## src/s5rp_pkg.sv

```systemverilog
// s5rp_pkg: shared types and constants of the SOCKS5 request parser.
// No dependencies; imported by every module in src.
`timescale 1ns / 1ps

package s5rp_pkg;

  // Parse states, one-hot
  typedef enum logic [9:0] {
    ST_VERSION = 10'b00_0000_0001,
    ST_CMD     = 10'b00_0000_0010,
    ST_RSV     = 10'b00_0000_0100,
    ST_ATYP    = 10'b00_0000_1000,
    ST_DOMLEN  = 10'b00_0001_0000,
    ST_ADDR    = 10'b00_0010_0000,
    ST_PORT_HI = 10'b00_0100_0000,
    ST_PORT_LO = 10'b00_1000_0000,
    ST_DONE    = 10'b01_0000_0000,
    ST_ERROR   = 10'b10_0000_0000
  } s5rp_state_e;

  // Event codes reported with each word
  localparam logic [3:0] EV_VERSION = 4'd0;
  localparam logic [3:0] EV_CMD     = 4'd1;
  localparam logic [3:0] EV_RSV     = 4'd2;
  localparam logic [3:0] EV_ATYP    = 4'd3;
  localparam logic [3:0] EV_DOMLEN  = 4'd4;
  localparam logic [3:0] EV_ADDR    = 4'd5;
  localparam logic [3:0] EV_PORT_HI = 4'd6;
  localparam logic [3:0] EV_PORT_LO = 4'd7;
  localparam logic [3:0] EV_DONE    = 4'd8;
  localparam logic [3:0] EV_ERROR   = 4'd9;

  // Protocol byte values
  localparam logic [7:0] VERSION_BYTE = 8'd5;
  localparam logic [7:0] RSV_BYTE     = 8'd0;
  localparam logic [7:0] CMD_CONNECT  = 8'd1;
  localparam logic [7:0] CMD_UDP      = 8'd3;
  localparam logic [7:0] ATYP_IPV4    = 8'd1;
  localparam logic [7:0] ATYP_DOMAIN  = 8'd3;
  localparam logic [7:0] ATYP_IPV6    = 8'd4;
  localparam logic [7:0] IPV4_LEN     = 8'd4;
  localparam logic [7:0] IPV6_LEN     = 8'd16;

  // One result word
  typedef struct packed {
    logic [3:0]  event_res;
    logic [7:0]  data_byte;
    logic [7:0]  addr_index;
    logic [1:0]  command;
    logic [2:0]  addr_type;
    logic [7:0]  addr_length;
    logic [15:0] dest_port;
  } s5rp_res_t;

  // Address store write request
  typedef struct packed {
    logic       en;
    logic [7:0] idx;
    logic [7:0] data;
  } s5rp_wr_t;

endpackage

```

## src/s5rp_addr_store.sv

```systemverilog
// s5rp_addr_store: synchronous memory holding the destination address bytes.
// Depends on s5rp_pkg for the write request type.
`timescale 1ns / 1ps

module s5rp_addr_store
  import s5rp_pkg::*;
#(
  parameter int ADDR_DEPTH = 256
) (
  input  logic     clk_i,
  input  s5rp_wr_t wr_i
);

  localparam int AW = $clog2(ADDR_DEPTH);

  logic [7:0] mem [ADDR_DEPTH];
  logic       in_range;

  // Drop writes past the end of the store
  assign in_range = {1'b0, wr_i.idx} < 9'(ADDR_DEPTH);

  // Write one address byte
  always_ff @(posedge clk_i) begin
    if (wr_i.en && in_range) begin
      mem[wr_i.idx[AW-1:0]] <= wr_i.data;
    end
  end

endmodule

```

## src/s5rp_fsm.sv

```systemverilog
// s5rp_fsm: parse state machine and request field registers.
// Depends on s5rp_pkg; produces one result per word and one store write per address byte.
`timescale 1ns / 1ps

module s5rp_fsm
  import s5rp_pkg::*;
(
  input  logic        clk_i,
  input  logic        rst_ni,
  input  logic        step_i,
  input  logic [7:0]  byte_i,
  output s5rp_res_t   res_o,
  output s5rp_wr_t    wr_o,
  output s5rp_state_e state_o
);

  s5rp_state_e state_q, state_d;
  logic [1:0]  cmd_q, cmd_d;
  logic [2:0]  atyp_q, atyp_d;
  logic [7:0]  len_q, len_d;
  logic [7:0]  cnt_q, cnt_d;
  logic [15:0] port_q, port_d;
  logic [3:0]  ev;
  logic [7:0]  idx;

  // Decode the next state and the result of this word
  always_comb begin
    state_d   = state_q;
    cmd_d     = cmd_q;
    atyp_d    = atyp_q;
    len_d     = len_q;
    cnt_d     = cnt_q;
    port_d    = port_q;
    ev        = EV_ERROR;
    idx       = 8'd0;
    wr_o.en   = 1'b0;
    wr_o.idx  = cnt_q;
    wr_o.data = byte_i;
    unique case (state_q)
      ST_VERSION: begin
        if (byte_i == VERSION_BYTE) begin
          ev      = EV_VERSION;
          state_d = ST_CMD;
        end else begin
          state_d = ST_ERROR;
        end
      end
      ST_CMD: begin
        if (byte_i >= CMD_CONNECT && byte_i <= CMD_UDP) begin
          ev      = EV_CMD;
          cmd_d   = byte_i[1:0];
          state_d = ST_RSV;
        end else begin
          state_d = ST_ERROR;
        end
      end
      ST_RSV: begin
        if (byte_i == RSV_BYTE) begin
          ev      = EV_RSV;
          state_d = ST_ATYP;
        end else begin
          state_d = ST_ERROR;
        end
      end
      ST_ATYP: begin
        priority if (byte_i == ATYP_IPV4) begin
          ev      = EV_ATYP;
          atyp_d  = byte_i[2:0];
          len_d   = IPV4_LEN;
          state_d = ST_ADDR;
        end else if (byte_i == ATYP_DOMAIN) begin
          ev      = EV_ATYP;
          atyp_d  = byte_i[2:0];
          state_d = ST_DOMLEN;
        end else if (byte_i == ATYP_IPV6) begin
          ev      = EV_ATYP;
          atyp_d  = byte_i[2:0];
          len_d   = IPV6_LEN;
          state_d = ST_ADDR;
        end else begin
          state_d = ST_ERROR;
        end
      end
      ST_DOMLEN: begin
        ev      = EV_DOMLEN;
        len_d   = byte_i;
        state_d = ST_ADDR;
      end
      ST_ADDR: begin
        // Store the byte, then compare the advanced count
        ev      = EV_ADDR;
        idx     = cnt_q;
        wr_o.en = 1'b1;
        cnt_d   = cnt_q + 8'd1;
        if (cnt_d >= len_q) begin
          ev      = EV_PORT_HI;
          state_d = ST_PORT_HI;
        end
      end
      ST_PORT_HI: begin
        ev      = EV_PORT_HI;
        port_d  = {port_q[7:0], byte_i};
        state_d = ST_PORT_LO;
      end
      ST_PORT_LO: begin
        ev      = EV_PORT_LO;
        port_d  = {port_q[7:0], byte_i};
        state_d = ST_DONE;
      end
      ST_DONE: begin
        ev = EV_DONE;
      end
      default: begin
        ev      = EV_ERROR;
        state_d = ST_ERROR;
      end
    endcase
    wr_o.en = wr_o.en && step_i;
  end

  // Fields after the step
  assign res_o.event_res   = ev;
  assign res_o.data_byte   = byte_i;
  assign res_o.addr_index  = idx;
  assign res_o.command     = cmd_d;
  assign res_o.addr_type   = atyp_d;
  assign res_o.addr_length = len_d;
  assign res_o.dest_port   = port_d;
  assign state_o           = state_q;

  // Advance on each accepted word
  always_ff @(posedge clk_i or negedge rst_ni) begin
    if (!rst_ni) begin
      state_q <= ST_VERSION;
      cmd_q   <= 2'd0;
      atyp_q  <= 3'd0;
      len_q   <= 8'd0;
      cnt_q   <= 8'd0;
      port_q  <= 16'd0;
    end else if (step_i) begin
      state_q <= state_d;
      cmd_q   <= cmd_d;
      atyp_q  <= atyp_d;
      len_q   <= len_d;
      cnt_q   <= cnt_d;
      port_q  <= port_d;
    end
  end

endmodule

```

## src/socks5_request_parser_core.sv

```systemverilog
// socks5_request_parser_core: top level of the SOCKS5 request parser.
// Depends on s5rp_pkg, s5rp_fsm and s5rp_addr_store.
//
//   channel | signals                                     | direction
//   --------+---------------------------------------------+----------
//   in      | in_valid_i, in_stall_o, rx_byte_i           | into block
//   out     | out_valid_o, out_stall_i, event_res_o, ...  | out of block
//
// One word per cycle unless the output side stalls: each accepted byte yields its
// result word in the next cycle from the output register. The state update and the
// address store write complete in the accepting cycle, so bytes follow back to back.
// Reset clears the parse state and the field registers; the store is not cleared.
// Input stalls only while a result is held and the output side stalls.
`timescale 1ns / 1ps

module socks5_request_parser_core
  import s5rp_pkg::*;
#(
  parameter int ADDR_DEPTH = 256
) (
  input  logic        clk_i,
  input  logic        rst_ni,
  input  logic        in_valid_i,
  output logic        in_stall_o,
  input  logic [7:0]  rx_byte_i,
  output logic        out_valid_o,
  input  logic        out_stall_i,
  output logic [3:0]  event_res_o,
  output logic [7:0]  data_byte_o,
  output logic [7:0]  addr_index_o,
  output logic [1:0]  command_o,
  output logic [2:0]  addr_type_o,
  output logic [7:0]  addr_length_o,
  output logic [15:0] dest_port_o
);

  logic        in_acc;
  logic        out_valid_q;
  s5rp_res_t   res;
  s5rp_res_t   res_q;
  s5rp_wr_t    wr;
  s5rp_state_e state;

  // Take a word unless a held result is stalled
  assign in_stall_o = out_valid_q && out_stall_i;
  assign in_acc     = in_valid_i && !in_stall_o;

  s5rp_fsm u_fsm (
    .clk_i   (clk_i),
    .rst_ni  (rst_ni),
    .step_i  (in_acc),
    .byte_i  (rx_byte_i),
    .res_o   (res),
    .wr_o    (wr),
    .state_o (state)
  );

  s5rp_addr_store #(
    .ADDR_DEPTH (ADDR_DEPTH)
  ) u_store (
    .clk_i (clk_i),
    .wr_i  (wr)
  );

  // Output valid flag
  always_ff @(posedge clk_i or negedge rst_ni) begin
    if (!rst_ni) begin
      out_valid_q <= 1'b0;
    end else if (in_acc) begin
      out_valid_q <= 1'b1;
    end else if (!out_stall_i) begin
      out_valid_q <= 1'b0;
    end
  end

  // Hold the result word
  always_ff @(posedge clk_i) begin
    if (in_acc) begin
      res_q <= res;
    end
  end

  assign out_valid_o   = out_valid_q;
  assign event_res_o   = res_q.event_res;
  assign data_byte_o   = res_q.data_byte;
  assign addr_index_o  = res_q.addr_index;
  assign command_o     = res_q.command;
  assign addr_type_o   = res_q.addr_type;
  assign addr_length_o = res_q.addr_length;
  assign dest_port_o   = res_q.dest_port;

  // Every accepted word shows up at the output next cycle
  a_acc_to_out: assert property (@(posedge clk_i) disable iff (!rst_ni)
    in_acc |=> out_valid_o)
    else $error("accepted word not presented");

  // Error state is sticky
  a_err_sticky: assert property (@(posedge clk_i) disable iff (!rst_ni)
    state == ST_ERROR |=> state == ST_ERROR)
    else $error("left error state");

  // Nonzero address index only for address events, the last address byte's EV_PORT_HI included
  a_idx_event: assert property (@(posedge clk_i) disable iff (!rst_ni)
    out_valid_o && addr_index_o != 8'd0 |->
      event_res_o == EV_ADDR || event_res_o == EV_PORT_HI)
    else $error("address index on non-address event");

  // Store writes happen only in the address state
  a_wr_state: assert property (@(posedge clk_i) disable iff (!rst_ni)
    wr.en |-> in_acc && state == ST_ADDR)
    else $error("store write outside address state");

endmodule

```

## config.mk

```make
export PLATFORM = sky130hd
export DESIGN_NAME = socks5_request_parser_core
export DESIGN_NICKNAME = d
export VERILOG_FILES = /design/src/s5rp_pkg.sv /design/src/s5rp_addr_store.sv /design/src/s5rp_fsm.sv /design/src/socks5_request_parser_core.sv
export SDC_FILE = /design/constraint.sdc
export NUM_CORES = 1
export LEC_CHECK = 0
export BUFFER_PORTS_ARGS = -buffer_cell sky130_fd_sc_hd__buf_2
export CAP_MARGIN = 20
export CORE_UTILIZATION = 45
export CTS_CLUSTER_SIZE = 24
export DETAILED_ROUTE_END_ITERATION = 6
export PLACE_DENSITY_LB_ADDON = 0.15
export SLEW_MARGIN = 20
export SYNTH_ARGS = -nofsm -noshare
export SYNTH_HDL_FRONTEND = slang
export SYNTH_HIERARCHICAL = 1
export SYNTH_SLANG_ARGS = --single-unit
```

## constraint.sdc

```tcl
create_clock -name clk_i -period 7.7 [get_ports clk_i]
set_input_delay 0.385 -clock clk_i [delete_from_list [all_inputs] [get_ports clk_i]]
set_output_delay 0.385 -clock clk_i [all_outputs]
set_load 0.02 [all_outputs]
```

## After elaboration in Yosys (flattened, before gate mapping)

Cells that the tools add are included.

- Logic and storage cells: 71
- Output and inout bits: 51
- Register bits: 97
- Input bits: 12

- Mux-type cells: 29
- Order comparisons: 3
- $add $sub $neg: 1
- Equal/unequal tests: 15
- Bitwise operators: 1
- Reductions and logical operators: 8

Operator list:

| kind | count |
|---|---|
| $pmux W10 S9 | 1 |
| $mux W10 | 7 |
| $pmux W4 S9 | 1 |
| $mux W4 | 6 |
| $mux W8 | 3 |
| $eq A8 B3 Y1 const B | 2 |
| $mux W16 | 1 |
| $pmux W8 S2 | 1 |
| $mux W3 | 4 |
| $eq A10 B1 Y1 const B | 1 |
| $eq A10 B2 Y1 const B | 1 |
| $eq A10 B3 Y1 const B | 1 |
| $eq A10 B4 Y1 const B | 1 |
| $eq A10 B5 Y1 const B | 1 |
| $eq A10 B6 Y1 const B | 1 |
| $eq A10 B7 Y1 const B | 1 |
| $eq A10 B8 Y1 const B | 1 |
| $eq A10 B9 Y1 const B | 1 |
| $add A8 B1 Y8 const B | 1 |
| $eq A8 B1 Y1 const B | 1 |
| $eq A8 B2 Y1 const B | 1 |
| $ge A8 B1 Y1 const B | 1 |
| $ge A8 B8 Y1 | 1 |
| $le A8 B2 Y1 const B | 1 |
| other kinds (10) | 16 |

## Logic depth before layout (Yosys ltp)

Gate-level depths: netlist of the first run.

- Depth after elaboration: 5
- Depth in mapped cells: 10
- Depth with buffers taken out: 9

## Hierarchy

Netlist of the first run, hierarchy kept.

Modules (own cells, without submodules):

| module | cells an instance | sequential area each (um2) | area an instance (um2) | times used |
|---|---|---|---|---|
| s5rp_fsm | 336 | 1177.4 | 3025.4 | 1 |
| socks5_request_parser_core | 53 | 1496.4 | 1521.5 | 1 |

## Worst setup path after synthesis of the first run

Ideal clock, no wire load.

- Path kind: register to register
- From: register out_valid_q, in the netlist out_valid_o
- To: register u_fsm.state_q[1], in the netlist u_fsm/state_o[1]
- Data arrival time: 3254 ps
- Buffers on the path: 0
- Clock period less this slack: 3379 ps
- Data required time: 7575 ps
- Library setup time: 125 ps
- Slack: 4321 ps
- Stages on the path, launching flop included: 5
- Cells stage by stage: dfrtp_1 -> a21boi_2 -> nand2_1 -> a21oi_1 -> mux2_2

- Word-level cells in the longest chain between the ends: 4

RTL lines:

| element | line | text |
|---|---|---|
| start: declaration | socks5_request_parser_core.sv:38 | `logic out_valid_q;` |
| start signal: assignment | socks5_request_parser_core.sv:68 | `out_valid_q <= 1'b0;` |
| start signal: assignment | socks5_request_parser_core.sv:70 | `out_valid_q <= 1'b1;` |
| start signal: assignment | socks5_request_parser_core.sv:72 | `out_valid_q <= 1'b0;` |
| $logic_and A1 B1 Y1 | socks5_request_parser_core.sv:45 | `assign in_stall_o = out_valid_q && out_stall_i;` |
| $logic_not A1 Y1 | socks5_request_parser_core.sv:46 | `assign in_acc = in_valid_i && !in_stall_o;` |
| $logic_and A1 B1 Y1 | socks5_request_parser_core.sv:46 |  |
| net in_acc | socks5_request_parser_core.sv:37 | `logic in_acc;` |
| $reduce_and A3 Y1 (no source line) | - |  |
| end signal: assignment | s5rp_fsm.sv:141 | `state_q <= state_d;` |
| end: declaration | s5rp_fsm.sv:17 | `s5rp_state_e state_q, state_d;` |

The timed path passes the listed nets, and every way through them passes these cells.
A chain may end at the register's enable or synchronous reset.

## Worst setup path in the final report of the first run

- From: register u_fsm.cnt_q[0]
- To: register u_fsm.state_q[9], in the netlist u_fsm/state_o[9]

- Word-level cells in the longest chain between the ends: 4

RTL lines:

| element | line | text |
|---|---|---|
| start: declaration | s5rp_fsm.sv:21 | `logic [7:0] cnt_q, cnt_d;` |
| start signal: assignment | s5rp_fsm.sv:145 | `cnt_q <= cnt_d;` |
| $add A8 B1 Y8 | s5rp_fsm.sv:94 | `cnt_d = cnt_q + 8'd1;` |
| $ge A8 B8 Y1 | s5rp_fsm.sv:95 | `if (cnt_d >= len_q) begin` |
| $ne A2 B1 Y1 (no source line) | - |  |
| $reduce_and A3 Y1 (no source line) | - |  |

Every way passes these cells.

==> key figures, run 1 <==
Status
  • Status: complete, but fails checks
  • Failing checks: design-rule violations

Die
  • Area of the die: 10400 um2
  • # IOs: 63
  • Initial Util: 0.461
  • Die width: 102 um
  • Row cnt: 36
  • Chip Height: 102 um
  • Core area: 9730 um2

Layout
  • FILL cells: 894
  • # nets final: 456
  • Final Instance Count excl. Fillers: 573
  • Design area: 5060 um2
  • Diode count: 0
  • Layout cells sized above 1: 0.245
  • Area growth syn-to-layout: 12.8%

Run
  • Total of max-cap violations: 0

Power
  • PwrDens: 200 nW/um2
  • Leakage: 0.00231 uW
  • Worst VDD drop: 0.0809 mV

Clocking
  • Worst-Skew Late Latency: 0.36 ns
  • Clock sink total: 97
  • Post-CTS Setup Inserts: 0
  • Resized Gates After CTS: 0
  • TritonCTS clock tree: built
  • Clock Tree Root: clkbuf_8
  • CTS Buffer Depth: 2
  • H-tree levels: 3
  • CTS buffer count: 9
  • Clock Pin Slew Worst Setup and Hold Paths: 0.09 ns
  • Hold-fix buffers, CTS: 0

Route
  • DRT Pass-1 Iters: 6
  • First DRT Iteration DRCs: 181
  • Vias per Instance: 5.24
  • Final WL: 8.79 mm
  • Drt wl/cell: 15.3 um
  • Vias after detailed routing: 3004
  • DRC errors left: 1
  • Detail Route Antenna Nets: 0

Logic synthesis
  • Syn Nets: 402
  • Yosys warns: 6
  • Post-Synthesis Cells: 381
  • Cell Area, Synth: 4490 um2
  • Mapped Avg Cell Area: 11.8 um2

Worst setup path
  • CP required: 7.95 ns
  • CP delay by family, top: compound AO/OA/AOI/OAI gates
  • Highest cell delay on the worst timing path: 0.54 ns
  • CP Class: flop to flop
  • Most frequent CP cell: ha_1
  • Worst EP arrival: 3.38 ns
  • Crit path capture type: flop
  • Critical path's slowest cell: a221oi_1
  • Critical path startpoint category: flop
  • Buf/Inv on CP: 0
  • Cell Chain, Critical Path: ha_1 > nand3_1 > nor2_1 > xor2_1 > ha_1 > a21o_1 > a221oi_1 > a21oi_1 > mux2_2
  • Crit Path Max Fanout: 10

Timing
  • FMAX: 0.320 GHz
  • Skew final: 0.00943 ns
  • Setup TNS: 0 ns
  • Final setup fails: 0
  • Unrepaired setup endpoints after global routing: false
  • Minimum clock period: 3.13 ns
  • Rel. slew slack: 0.397
  • Final period util: 0.406
  • Endpoints failing hold: 0
  • Final slew viol count: 0
  • Worst-Margin Slew: 0.904 ns

Placement
  • Placed instance area: 4870 um2
  • Post-DP HPWL: 5.79 mm
  • GPL Wtd Cong: 0.818
  • # placed instances: 557
  • Port buffer count: 62

GRT
  • Vias in the first global route: 2887
  • Initial antenna violation count: 0
  • First-pass GRT wire length: 14.2 mm
  • Grt ovf: 0
  • Largest net degree at the start of global routing: 70
  • Total Routing Usage GR: 0.184

Hold path
  • Min-Delay Path Class: primary input to async pin
-- sequential cells by signal (all words and copies together) (netlist names), 2 cells and up --
signal / count
u_fsm/len_q: 8
u_fsm/cnt_q: 8
command_o: 2
dest_port_o: 16
addr_length_o: 8
event_res_o: 4
data_byte_o: 8
u_fsm/atyp_q: 3
addr_type_o: 3
u_fsm/cmd_q: 2
u_fsm/port_q: 16
addr_index_o: 8
u_fsm/state_o: 10
-- per-layer routing --
metal | track usage | vias up | wire [um] | share of wire
met2 | 0.290 | 81 | 4100 | 0.47
met4 | 0.0967 | 0 | 161 | 0.018
met3 | 0.0308 | 13 | 340 | 0.039
met1 | 0.245 | 1456 | 4190 | 0.48
met5 | 0 | - | 0 | 0
li1 | - | 1454 | - | -
-- final cells by class --
type	instances	area, um2	area share
multi-input combinational	251	1660	0.328
clock inverter	5	56.3	0.0111
tap	133	166	0.0329
clock buffer	11	131	0.0260
inverter	11	41.3	0.00816
timing repair buffer	65	333	0.0658
sequential	97	2670	0.528
-- where the power goes --
group	switching, uW	internal (uW)	total (uW)	leakage (uW)
combinational	60.7	34.1	94.8	0.00109
sequential	16.2	577	593	0.00113
clock	172	150	322	0.0000933
total	249	761	1010	0.00231
-- worst register-to-register path, cell delays in order, from the launching register on --
cell and delay [ns]:
dfrtp_1 0.44, ha_1 0.25, nand3_1 0.16, nor2_1 0.20
xor2_1 0.18, ha_1 0.26, a21o_1 0.18, a221oi_1 0.54
a21oi_1 0.43, mux2_2 0.39
-- through the flow --
stage	power [uW]	util	hold WS [ns]	setup slack, ns
4_1_cts	1020	0.520	0.132	4.57
3_5_place_dp	700	0.501	0.475	4.59
2_1_floorplan	665	-	0.0894	4.32
3_3_place_gp	697	0.501	0.469	4.75
6_report	1010	0.520	0.117	4.57
5_1_grt	1050	0.520	0.173	4.36
-- placed cells by master (no fill, tap or decap), types with 2 or more instances in the layout --
cell type / n
nor2b_1: 3
buf_2: 62
xnor2_1: 8
or4_1: 7
inv_1: 11
nor3_1: 6
clkinv_2: 2
edfxtp_1: 49
a21oi_1: 8
clkbuf_1: 2
a32o_1: 8
mux2_4: 10
nor2_1: 25
nand4_1: 2
o21ai_0: 8
a211oi_1: 2
nand3_1: 9
or3_1: 4
and2_1: 9
nand2b_1: 3
ha_1: 9
a21o_1: 6
or4b_2: 2
dfrtp_1: 47
nand2_1: 75
clkbuf_8: 9
mux2_2: 11
xor2_1: 6
nor4_1: 3
buf_4: 3
a22o_1: 9
-- path summary, 6_finish.rpt --
| kind | from | end | slack (ns) | cells after the start |
|---|---|---|---|---|
| setup reg to reg | u_fsm/cnt_q[0]$_DFFE_PN0P_ | u_fsm/state_o[9]$_DFFE_PN0P_ | 4.57 | 9 |
| hold / removal | rst_ni | u_fsm/atyp_q[1]$_DFFE_PN0P_ | 0.12 | 2 |
| min in group clk_i | in_valid_i | out_valid_o$_DFFE_PN0P_ | 0.22 | 2 |
| setup / recovery | u_fsm/cnt_q[0]$_DFFE_PN0P_ | u_fsm/state_o[9]$_DFFE_PN0P_ | 4.57 | 9 |
| max in group asynchronous | rst_ni | u_fsm/len_q[1]$_DFFE_PN0P_ | 7.16 | 2 |
| hold reg to reg | u_fsm/cmd_q[0]$_DFFE_PN0P_ | u_fsm/cmd_q[0]$_DFFE_PN0P_ | 0.50 | 2 |
Note: power is estimated with default switching activity, not from simulation.
==> run 2, diff against run 1 <==
Clock period 7.7 ns to 3 ns, I/O delays scaled along.
==> run 2 against run 1 <==
Net effect: the run now ends clean; die area did not move; critical endpoint is now event_res_o[1]$_DFFE_PP_; clock skew up 0.0073 ns; largest cell class unchanged; combinational power increased to 2.7 times the previous value; routed wire length rose by 3.2%; maximum frequency grew 9.7%; largest power group unchanged; via count up 2.2%.
==> key figures, run 2 (same netlist as run 1, synthesis figures left out) <==
Status
  • Status: finished clean

GRT
  • Vias in the first global route: 2908
  • M1 GR Usage: 0.259
  • Initial antenna violation count: 0
  • GRT Max-Usage Layer: met2
  • Grt ovf: 0
  • Largest net degree at the start of global routing: 43
  • Grt met3 use: 0.0321
  • Total Routing Usage GR: 0.188
  • First-pass GRT wire length: 14.7 mm
  • Met2 usage: 0.296

Layout
  • # nets final: 467
  • FILL cells: 891
  • Final Instance Count excl. Fillers: 584
  • Area growth syn-to-layout: 16.0%
  • Design area: 5200 um2
  • Layout cells sized above 1: 0.268
  • Most common cell after layout, fill and taps aside: nand2_1
  • Commonest cells after routing, fill and taps aside: 75 x nand2_1, 62 x buf_2, 49 x edfxtp_1
  • Diode count: 0

Die
  • Initial Util: 0.461
  • Area of the die: 10400 um2
  • Chip Height: 102 um
  • Die width: 102 um
  • Row cnt: 36
  • # IOs: 63
  • Core area: 9730 um2

Route
  • First DRT Iteration DRCs: 100
  • DRT Pass-1 Iters: 4
  • Final WL: 9.07 mm
  • Vias per Instance: 5.26
  • DRC errors left: 0
  • Drt wl/cell: 15.5 um
  • Vias after detailed routing: 3069
  • Detail Route Antenna Nets: 0

Worst setup path
  • CP Class: flop to flop
  • Crit path capture type: flop
  • CP required: 3.12 ns
  • Critical path startpoint category: flop
  • Crit Path Max Fanout: 5
  • Worst EP arrival: 2.97 ns

Timing
  • Endpoints failing hold: 0
  • Unrepaired setup endpoints after global routing: false
  • FMAX: 0.351 GHz
  • Final setup fails: 0
  • Worst-Margin Slew: 0.758 ns
  • Fin Hold WS: 0.0225 ns
  • Setup TNS: 0 ns
  • Final slew viol count: 0
  • Minimum clock period: 2.85 ns
  • Skew final: 0.0167 ns
  • Final period util: 0.951
  • Rel. slew slack: 0.495

Clocking
  • Clock Tree Root: clkbuf_8
  • H-tree levels: 3
  • CTS buffer count: 9
  • Worst-Skew Late Latency: 0.38 ns
  • TritonCTS clock tree: built
  • Clock sink total: 97
  • CTS Buffer Depth: 2
  • Clock Pin Slew Worst Setup and Hold Paths: 0.11 ns

Run
  • Total of max-cap violations: 0

Placement
  • Placed instance area: 4940 um2
  • GPL Wtd Cong: 0.789
  • Post-DP HPWL: 6.23 mm
  • # placed instances: 566
  • Port buffer count: 62

Power
  • Worst VDD drop: 0.286 mV
  • Leakage: 0.00238 uW
  • Total Power: 2710 uW
  • PwrDens: 522 nW/um2

Hold path
  • Min-Delay Path Class: primary input to flop
[run 2: cell types whose count changed in the layout (fill, tap and decap cells not counted), sizes merged]
cell / previous run / this run
buf: 65 / 74
inv: 11 / 14
clkbuf: 11 / 9
dlygate4sd3: 0 / 2
clkinvlp: 1 / 0
[run 2: worst max-delay path: stages, from the launching register on]
cell	delay, ns
dfrtp_1	0.44
ha_1	0.23
nand3_1	0.15
xnor2_1	0.17
ha_1	0.21
a211oi_1	0.21
o21ai_0	0.19
a221oi_4	0.40
nor3_1	0.07
or4_1	0.53
[run 2: area by class of cell]
cell class / instances / area, um2 / area share
flip-flops and latches: 97 / 2670 / 0.514
multi-input cells: 251 / 1680 / 0.323
repair buffers: 76 / 420 / 0.0808
clock buffers: 9 / 124 / 0.0238
well taps: 133 / 166 / 0.0320
inverters: 11 / 41.3 / 0.00794
clock inverters: 7 / 97.6 / 0.0188
[run 2: repair_timing]
item	CTS	global route
hold endpoints to repair	31	0
cloned	0	0
resized for setup	0	3
hold buffers	2	0
setup endpoints to repair	5	11
buffers inserted	0	0
[run 2: path summary, 6_finish.rpt]
| kind | cells past startpoint | from | slack (ns) | endpoint |
|---|---|---|---|---|
| min in group asynchronous | 2 | rst_ni | 0.37 | u_fsm/port_q[14]$_DFFE_PN0P_ |
| max in group asynchronous | 3 | rst_ni | 1.82 | u_fsm/state_o[0]$_DFFE_PN1P_ |
| worst max-delay path | 9 | u_fsm/cnt_q[0]$_DFFE_PN0P_ | 0.15 | event_res_o[1]$_DFFE_PP_ |
| worst min-delay path | 1 | rx_byte_i[4] | 0.02 | data_byte_o[4]$_DFFE_PP_ |
| worst min register to register | 1 | u_fsm/atyp_q[1]$_DFFE_PN0P_ | 0.51 | u_fsm/atyp_q[1]$_DFFE_PN0P_ |
| worst max register to register | 9 | u_fsm/cnt_q[0]$_DFFE_PN0P_ | 0.15 | event_res_o[1]$_DFFE_PP_ |
[run 2: routing by layer]
| metal | vias to the layer above | part of all wire |
|---|---|---|
| li1 | 1479 | - |
| met1 | 1520 | 0.47 |
| met2 | 58 | 0.48 |
| met3 | 12 | 0.032 |
| met4 | 0 | 0.018 |
| met5 | - | 0 |
[run 2: stage by stage]
| step | worst slack [ns] | util |
|---|---|---|
| floorplan | 0.206 | - |
| global placement | 0.105 | 0.508 |
| detailed placement | -0.00930 | 0.508 |
| CTS | -0.0227 | 0.533 |
| global route | 0.00122 | 0.535 |
| finish | 0.148 | 0.535 |
[run 2: power by group]
group / internal, uW / switching [uW] / total (uW)
Sequential: 1480 / 42.7 / 1520
Clock: 413 / 522 / 935
Combinational: 97.5 / 160 / 258
==> run 3, diff against run 2 <==
Settings changed: CORE_ASPECT_RATIO set to 0.7.
==> run 3 against run 2 <==
Net effect: cell area is 1.5% higher; sequential power about the same; clock-buffer cell count is the same; non-clock buffer count unchanged; critical path type unchanged; largest power group unchanged; highest routed layer unchanged.
==> key figures, run 3 (same netlist as run 1, synthesis figures left out) <==
Layout
  • Diode count: 0
  • # nets final: 467
  • FILL cells: 863
  • Commonest cells after routing, fill and taps aside: 75 x nand2_1, 61 x buf_2, 49 x edfxtp_1
  • Most common cell after layout, fill and taps aside: nand2_1
  • Area growth syn-to-layout: 17.7%
  • Layout cells sized above 1: 0.279

Worst setup path
  • Critical path startpoint category: flop
  • Critical path's slowest cell: or4_1
  • Buf/Inv on CP: 1
  • Crit Path Max Fanout: 5
  • Highest cell delay on the worst timing path: 0.51 ns
  • CP required: 3.09 ns
  • Worst EP arrival: 2.88 ns
  • CP delay by family, top: simple AND/OR/NAND/NOR gates
  • Crit path capture type: flop
  • CP Class: flop to flop
  • Cell Chain, Critical Path: ha_2 > nand3_2 > nor2_2 > xor2_1 > ha_1 > a21o_1 > a221oi_2 > buf_4 > nor3_1 > or4_1

Clocking
  • Worst-Skew Late Latency: 0.35 ns
  • Clock Pin Slew Worst Setup and Hold Paths: 0.07 ns
  • Clock sink total: 97
  • CTS buffer count: 9
  • TritonCTS clock tree: built
  • CTS Buffer Depth: 2
  • Clock Tree Root: clkbuf_16
  • H-tree levels: 3

Route
  • DRC errors left: 0
  • First DRT Iteration DRCs: 211
  • Vias after detailed routing: 3051
  • Vias per Instance: 5.27
  • DRT Pass-1 Iters: 4
  • Drt wl/cell: 15.4 um
  • Final WL: 8.93 mm
  • Detail Route Antenna Nets: 0

Timing
  • Skew final: 0.00587 ns
  • Final period util: 0.933
  • Rel. slew slack: 0.558
  • FMAX: 0.357 GHz
  • Final slew viol count: 0
  • Worst-Margin Slew: 0.663 ns
  • Fin Hold WS: 0.0597 ns
  • Setup TNS: 0 ns
  • Endpoints failing hold: 0
  • Final setup fails: 0
  • Minimum clock period: 2.80 ns

Placement
  • GPL Wtd Cong: 0.807
  • Port buffer count: 62
  • Post-DP HPWL: 6.04 mm

Die
  • Core area: 9680 um2
  • Area of the die: 10400 um2
  • # IOs: 63
  • Die width: 121 um
  • Row cnt: 30
  • Initial Util: 0.463
  • Chip Height: 85.5 um

Power
  • Worst VDD drop: 0.258 mV
  • PwrDens: 546 nW/um2
  • Leakage: 0.00241 uW

Status
  • Status: finished clean

GRT
  • Vias in the first global route: 2872
  • Initial antenna violation count: 0
  • First-pass GRT wire length: 14.5 mm
  • Total Routing Usage GR: 0.187
  • Grt ovf: 0
  • Largest net degree at the start of global routing: 49

Run
  • Total of max-cap violations: 0

Hold path
  • Min-Delay Path Class: primary input to flop
[run 3: cell count changes in the layout (fill, tap and decap cells not counted), sizes merged]
cell    delta
inv        -1
clkinv     +2
bufinv     -1
[run 3: final timing paths]
check	from	endpoint	slack, ns	cells past startpoint
setup / recovery	u_fsm/cnt_q[0]$_DFFE_PN0P_	event_res_o[1]$_DFFE_PP_	0.20	10
hold reg to reg	u_fsm/cmd_q[0]$_DFFE_PN0P_	u_fsm/cmd_q[0]$_DFFE_PN0P_	0.50	2
min in group asynchronous	rst_ni	u_fsm/cnt_q[2]$_DFFE_PN0P_	0.37	2
max in group asynchronous	rst_ni	u_fsm/cnt_q[0]$_DFFE_PN0P_	2.19	2
setup reg to reg	u_fsm/cnt_q[0]$_DFFE_PN0P_	event_res_o[1]$_DFFE_PP_	0.20	10
hold / removal	rx_byte_i[4]	data_byte_o[4]$_DFFE_PP_	0.06	1
[run 3: timing repair]
action / CTS / global route
setup endpoints to repair: 1 / 11
hold endpoints to repair: 1 / 47
gates resized for setup: 1 / 6
buffers inserted: 0 / 0
hold buffers: 1 / 1
[run 3: power by group]
| part | leakage (uW) | switching, uW | internal [uW] |
|---|---|---|---|
| clock | 0.000143 | 527 | 578 |
| sequential | 0.00113 | 42.8 | 1480 |
| combinational | 0.00114 | 158 | 99.8 |
| total | 0.00241 | 728 | 2160 |
[run 3: layout make-up]
class / instances / area, um2 / share of cell area
sequential: 97 / 2680 / 0.506
multi-input combinational: 251 / 1680 / 0.318
timing repair buffer: 76 / 435 / 0.0824
clock buffer: 9 / 225 / 0.0426
tap: 128 / 160 / 0.0303
clock inverter: 7 / 65.1 / 0.0123
inverter: 11 / 41.3 / 0.00782
[run 3: per-layer routing]
layer  share of wire  GRT usage
met1            0.49      0.264
met2            0.44      0.271
met3           0.053     0.0525
met4           0.016     0.0774
met5               0          0
[run 3: per-stage QoR]
stage | cells | cell area (um2) | utilization | setup slack [ns] | total power (uW)
after floorplan | 381 | 4490 | - | 0.206 | 1710
after global placement | 561 | 4950 | 0.511 | 0.162 | 1800
after detailed placement | 561 | 4950 | 0.511 | 0.102 | 1810
after CTS | 578 | 5250 | 0.542 | 0.00653 | 2920
after global routing | 579 | 5280 | 0.545 | -0.0109 | 3000
final | 579 | 5280 | 0.545 | 0.202 | 2890
